[src/hw/rtl/assert_macros.svh]
// ----------------------------------------------------------------------------
// assert_macros.svh
// Concurrent assertion helpers clocked on aclk.
// ----------------------------------------------------------------------------
`ifndef ASSERT_MACROS_SVH
`define ASSERT_MACROS_SVH

// checked only while out of reset
`define ASSERT_CLK(label, prop, msg) \
    label: assert property (@(posedge aclk) disable iff (!aresetn) prop) else $error(msg);

// checked on every edge, reset included
`define ASSERT_CLK_ALWAYS(label, prop, msg) \
    label: assert property (@(posedge aclk) prop) else $error(msg);

`endif

[src/hw/rtl/savdf_way_match.sv]
// ----------------------------------------------------------------------------
// savdf_way_match
// Compares a tag against every way of a set row and builds the row with the
// tag placed in the victim way.
// ----------------------------------------------------------------------------
module savdf_way_match #(
    parameter int TAG_WIDTH = 18,
    parameter int NUM_WAYS  = 32,
    parameter int VW        = 5
) (
    input  logic [NUM_WAYS*TAG_WIDTH-1:0] row_in,
    input  logic [TAG_WIDTH-1:0]          tag,
    input  logic [VW-1:0]                 victim,
    output logic                          hit,
    output logic [NUM_WAYS*TAG_WIDTH-1:0] row_out
);

    logic [TAG_WIDTH-1:0] way;

    always_comb begin
        hit     = 1'b0;
        row_out = row_in;
        way     = '0;
        for (int w = 0; w < NUM_WAYS; w++) begin
            way = row_in[w*TAG_WIDTH +: TAG_WIDTH];
            if (way == tag) begin
                hit = 1'b1;
            end
            if (victim == VW'(w)) begin
                row_out[w*TAG_WIDTH +: TAG_WIDTH] = tag;
            end
        end
    end

endmodule

[config.mk]
export PLATFORM = sky130hd
export DESIGN_NAME = savdf_way_match
export DESIGN_NICKNAME = d
export VERILOG_FILES = /design/src/hw/rtl/assert_macros.svh /design/src/hw/rtl/savdf_way_match.sv
export SDC_FILE = /design/constraint.sdc
export NUM_CORES = 1
export LEC_CHECK = 0
export BUFFER_PORTS_ARGS = -buffer_cell sky130_fd_sc_hd__buf_2
export CAP_MARGIN = 0
export CORE_AREA = 2 2 460 462
export DETAILED_ROUTE_END_ITERATION = 6
export DIE_AREA = 0 0 462 464
export PLACE_DENSITY = 0.31
export SYNTH_ARGS = -nofsm -noshare
export SYNTH_HDL_FRONTEND = slang
export SYNTH_SLANG_ARGS = --single-unit
[constraint.sdc]
create_clock -name vclk -period 1.7
set_input_delay 0.255 -clock vclk [all_inputs]
set_output_delay 0.255 -clock vclk [all_outputs]
set_load 0.005 [all_outputs]
==> results of run 1 <==
-- logic make-up (layout without fill, tap and decap cells) --
family | count (synthesis) | after routing
other cells | 0 | 39
simple gates | 247 | 250
xor+xnor | 576 | 576
compound gates | 1 | 1
mux | 576 | 576
buf+inv | 171 | 1867
-- critical path: stages --
cell     delay [ns]
buf_6          0.13
buf_12         0.16
buf_4          0.19
xnor2_1        0.12
nand4_1        0.12
nor3_1         0.08
nand4_1        0.19
nand4_1        0.31
buf_6          0.24
nor4_4         0.46
buf_12         0.17
nand4_1        0.19
buf_2          0.21
-- worst paths after layout --
kind | startpoint | slack, ns | depth (start not counted) | end
setup / recovery | tag[4] | -1.47 | 13 | hit
hold / removal | row_in[270] | 0.83 | 3 | row_out[270]
-- metrics by stage --
stage	setup TNS, ns	cells	hold slack (ns)	worst slack (ns)
3_3_place_gp	-223.82	5894	0.834	-2.50
6_report	-201.91	6114	0.827	-1.47
2_1_floorplan	-3.65	1571	0.627	-0.0871
4_1_cts	-220.22	6024	0.830	-1.51
5_1_grt	-225.49	6097	0.841	-1.50
3_5_place_dp	-226.04	5894	0.833	-2.06
-- per-layer routing --
metal	wire length, microns	vias to the layer above	track usage [%]
met5	207	-	0
met4	9140	30	5.55
met3	22000	345	6.86
met2	106000	1337	33.5
met1	85500	10506	22.0
li1	-	9062	-
-- power groups by stage --
stage,combinational [uW],clock [uW],sequential [uW]
global placement,8000,0,0
floorplan,2840,0,0
CTS,9020,0,0
global route,10200,0.00173,0
detailed placement,7910,0,0
finish,9700,0.00290,0
-- placed cells by master (no fill, tap or decap) --
cell type and n:
buf_12 142, buf_16 43, buf_2 750, buf_4 428
buf_6 441, buf_8 37, bufbuf_16 4, clkbuf_16 22
diode_2 39, mux2_2 265, mux2_4 311, nand2_4 1
nand2_8 15, nand2b_1 1, nand2b_4 5, nand3_1 10
nand3_2 2, nand3_4 4, nand3b_1 1, nand3b_4 2
nand4_1 101, nor2_4 13, nor2b_4 2, nor3_1 20
nor3_2 1, nor3_4 1, nor3b_4 3, nor4_1 56
nor4_2 7, nor4_4 5, o41ai_1 1, xnor2_1 335
xnor2_2 3, xor2_1 238
-- timing repair --
action                                  in CTS  in global routing
resized for setup                          532                724
endpoints found under the setup margin     577                577
pin swaps                                   37                 24
cloned                                      46                 31
setup buffers                               85                 43
hold buffers                                 0                  0
-- area by class of cell --
class                      count  area, sq um
antenna                       39         97.6
tap                         2805         3510
timing repair buffer        1867        17200
fill                       23620       174000
multi-input combinational   1403        14800
==> results.env, run 1 <==
CORE_AREA_SQ_UM=209000
CHIPWIDTH_MICRONS=462
CRITICAL_PATH_PEAK_FANOUT=13
INITIAL_UTILIZATION_PCT=6.84
DETAILEDROUTE.FIRSTPASSITERATIONCOUNT=5
P_SW_SHARE_PCT=50.2
AVGSYNTHCELLAREA_SQ_UM=9.10
WORST_SLEW_PIN_SLEW_NS=0.681
YOSYSSEQAREASHARE_PCT=0
DR_TOTAL_VIAS=21280
POST_SYNTH_XOR_AREA_FRACTION_PCT=35.3
FINALWEIGHTEDCONGESTION=0.892
SYNTH.DISTINCT_CELLS=27
POWER_FRAC_CLOCK_PCT=0
TIGHTEST_HOLD_CHECK_TYPE='input pin to output port'
SYNTHESIS.NETS=2170
FAILING_CHECKS='setup timing'
HPWL_MM=184
FINISH.UTILIZATION_PCT=17.0
WL_PER_CELL_MICRONS=36.4
SYNTH_TOP_FAMILY_BY_AREA='multiplexers'
SEQ_POWER_SHARE_PCT=0
DRTANTENNAVIOLNETS=0
SYNTH_TOP_AREA_SHARE_PCT=44.3
POST_DETAILED_ROUTE_VIA_TO_CELL_RATIO=3.48
AREAGROWTHSYNTHTOFINISH_PCT=149
YOSYS-MUX-AREA-FRACTION_PCT=45.6
WORST-ENDPOINT-ARRIVAL_NS=2.92
SYNTH.YOSYS.WARNINGS=0
PWR_DENSITY_CELL_nW_PER_UM2=272
GRT_SETUP_UNREPAIRED='true'
DRT_ITER0_DRC=1070
ROW_COUNT=168
FLOORPLAN.IO_PINS=1176
YOSYSMOSTFREQUENTCELL='mux2_2'
VIAS_IN_THE_FIRST_GLOBAL_ROUTE=21845
TIMING.FMAX_GHz=0.315
DIE-AREA_SQ_UM=214000
SETUP_VIOL=577
MAXCAPVIOLATIONS=0
REPORT.POWER.TOTAL_uW=9700
COMB_POWER_SHARE_PCT=100.0
FINAL.PERIOD_UTILIZATION_PCT=187
DATA_REQUIRED_TIME_OF_THE_WORST_PATH_NS=1.44
LEADING_AREA_CONTRIBUTOR_AFTER_SYNTHESIS='mux2_2'
FINAL-MAX-SLEW-VIOLATION-COUNT=0
PLACED_AREA_SQ_UM=27900
SYNTHESIZED_CELL_AREA_SQ_UM=14300
SYNTH_TOP_AREA_CELLS='mux2_2, xnor2_1, xor2_1, nand4_1, buf_4'
STATUS='finished, violations left'
WIRELENGTH_MM=222
RELSLEWSLACK_PCT=54.2
SYNTH-COMPOUND-AREA-SHARE_PCT=0.0612
POWER_SWITCHING_uW=4870
ANTENNA_VIOLATIONS_BEFORE_REPAIR=94
LAYOUT.CLOCK_BUFFERS=0
PERIOD_NEEDED_NS=3.17
INTERNAL_POWER_uW=4830
GRT_TOTAL_OVFL=0
POST_ROUTE_CELLS_DRIVE_ABOVE_1_SHARE_PCT=76.7
PORT_BUF_INSERTS=1176
FINAL_NETS=3871
TIMING.CRITICAL_PATH.FROM_TYPE='input pin'
IRDROPWORSTVDD_mV=0.113
GRT_PASS1_WL_MM=264
LAYOUT.SEQUENTIAL_CELLS=0
YOSYS.AREA_SHARE.ADDER_PCT=0
GRT_START_MAX_NET_PINS=22
TRACK_USAGE_PCT=19.3
DRCVIOLATIONCOUNT=0
POST_SYN_INSTANCES=1571
FINAL-SEQ-AREA_SQ_UM=0
CRIT_TYPE='input pin to output port'
CHIPHEIGHT_MICRONS=464
P_LEAK_uW=0.0158
POSTLAYOUTSETUPSLACKWORST_NS=-1.47
TIMING_HOLD_VIOLATIONS_FINAL=0
CRITICAL_PATH.ENDPOINT_TYPE='output port'
SYNTH_SIMPLE_GATE_AREA_SHARE_PCT=11.6
COMMONEST_CELLS_IN_THE_SYNTHESIZED_NETLIST='mux2_2, xnor2_1, xor2_1'
FIN_AREA_SQ_UM=35600
No activity file was read; power rests on OpenSTA's default activity.
==> run 2: changes to the inputs <==
- GPL_TIMING_DRIVEN: default -> 0
- PLACE_DENSITY: 0.31 -> 0.3
==> run 2 against run 1 <==
Compared with the run above: the flow still finishes with violations (setup timing); final area down 6.9%; first-iteration DRC count increased by 47%; sequential share of layout area stayed put; critical path type unchanged; critical endpoint unchanged; largest power group unchanged; highest routed layer unchanged.
==> results.env, run 2 (synthesis results as in run 1) <==
STATUS='finished, violations left'
FAILING_CHECKS='setup timing'
PERIOD_NEEDED_NS=3.30
LAYOUT.CLOCK_BUFFERS=0
TIMING.FMAX_GHz=0.303
CTS_HOLD_BUF=0
LAYOUT.SEQUENTIAL_CELLS=0
IRDROPWORSTVDD_mV=0.107
FLOORPLAN.IO_PINS=1176
WIRELENGTH_MM=278
FINALHOLDWORSTSLACK_NS=0.835
PWR_DENSITY_CELL_nW_PER_UM2=305
FINAL.PERIOD_UTILIZATION_PCT=194
DRTANTENNAVIOLNETS=0
POST_ROUTE_CELLS_DRIVE_ABOVE_1_SHARE_PCT=75.1
TIGHTEST_HOLD_CHECK_TYPE='input pin to output port'
FINAL-SEQ-AREA_SQ_UM=0
POST_DETAILED_ROUTE_VIA_TO_CELL_RATIO=3.63
AREAGROWTHSYNTHTOFINISH_PCT=132
P_LEAK_uW=0.0141
CORE_AREA_SQ_UM=209000
PORT_BUF_INSERTS=1153
FINALWEIGHTEDCONGESTION=0.838
MOSTFREQUENTLAYOUTCELLS='buf_2, buf_6, mux2_2'
CHIPHEIGHT_MICRONS=464
WORST-ENDPOINT-ARRIVAL_NS=3.04
RELSLEWSLACK_PCT=35.8
ROW_COUNT=168
CRITICAL_PATH_PEAK_FANOUT=5
INITIAL_UTILIZATION_PCT=6.84
TIMING.CRITICAL_PATH.FROM_TYPE='input pin'
PRE_CTS_SLACK_NS=-2.94
DRT_ITER0_DRC=1573
WORST_SLEW_PIN_SLEW_NS=0.955
GRT_START_MAX_NET_PINS=11
CRIT_TYPE='input pin to output port'
SETUP_VIOL=577
DETAILEDROUTE.FIRSTPASSITERATIONCOUNT=6
DATA_REQUIRED_TIME_OF_THE_WORST_PATH_NS=1.44
HOLDPATHSTAGES=3
CHIPWIDTH_MICRONS=462
TRACK_USAGE_PCT=24.7
VIAS_IN_THE_FIRST_GLOBAL_ROUTE=21551
GRT_SETUP_UNREPAIRED='true'
DIE-AREA_SQ_UM=214000
MAXCAPVIOLATIONS=0
HPWL_MM=219
ANTENNA_VIOLATIONS_BEFORE_REPAIR=133
DRCVIOLATIONCOUNT=0
WL_PER_CELL_MICRONS=47.2
FINAL_NETS=3625
TIMING_HOLD_VIOLATIONS_FINAL=0
GRT_PASS1_WL_MM=323
DR_TOTAL_VIAS=21394
CRITICAL_PATH.ENDPOINT_TYPE='output port'
MOSTFREQUENTLAYOUTCELL='buf_2'
POSTLAYOUTSETUPSLACKWORST_NS=-1.60
FINAL-MAX-SLEW-VIOLATION-COUNT=0
GRT_TOTAL_OVFL=0
FILLCELLCOUNT=23693
==> run 2: cell count changes in the layout (fill, tap and decap cells not counted), sizes merged <==
cell / delta
bufbuf: -4
nand2: -2
diode: +30
buf: -263
clkbuf: +23
==> run 2: final cells by class <==
cell class | count | area [sq um] | share of cell area [%]
buffer | 159 | 2980 | 8.99
timing repair buffer | 1464 | 12000 | 36.1
tap | 2805 | 3510 | 10.6
multi-input combinational | 1401 | 14500 | 43.8
antenna | 69 | 173 | 0.521
==> run 2: final timing paths <==
| check | start | slack, ns | end |
|---|---|---|---|
| worst min-delay path | row_in[245] | 0.84 | row_out[245] |
| worst max-delay path | tag[8] | -1.60 | hit |
==> run 2: repair_timing <==
| action | in CTS | in global routing |
|---|---|---|
| gates resized for setup | 805 | 689 |
| gates cloned | 27 | 11 |
| pin swaps | 37 | 43 |
| buffers inserted | 209 | 72 |
| setup endpoints to repair | 577 | 577 |
==> run 2: power by group <==
part | internal [uW] | switching, uW | leakage (uW)
clock network | 0.00412 | 0 | 0.000000437
registers | 0 | 0 | 0
logic | 4400 | 5730 | 0.0141
total | 4400 | 5730 | 0.0141
==> run 2: worst max-delay path, cell delays in order <==
cell,delay [ns]
buf_16,0.13
buf_16,0.16
xor2_4,0.19
nor4_4,0.42
nand4_1,0.77
nand4_1,0.64
nor4_4,0.15
nand4_1,0.11
buf_2,0.15
==> run 2: per-stage QoR <==
stage                     instances  util [%]  total power, uW  area, sq um  setup TNS [ns]
after floorplan                1571         -             2840        14500           -3.65
after global placement         5529      11.4             7920        23800        -1008.11
after global routing           5881      15.8            10500        33100         -154.88
final                          5898      15.9            10100        33200         -134.63
after detailed placement       5536      11.5             7940        24000         -758.49
after CTS                      5771      14.4             9460        30100         -198.08
==> run 2: layer usage <==
| metal | GRT usage, % | vias to the layer above | wire [microns] |
|---|---|---|---|
| li1 | - | 8598 | - |
| met1 | 29.3 | 10818 | 111000 |
| met2 | 41.0 | 1579 | 128000 |
| met3 | 8.13 | 377 | 25700 |
| met4 | 9.09 | 22 | 12900 |
| met5 | 0 | - | 151 |
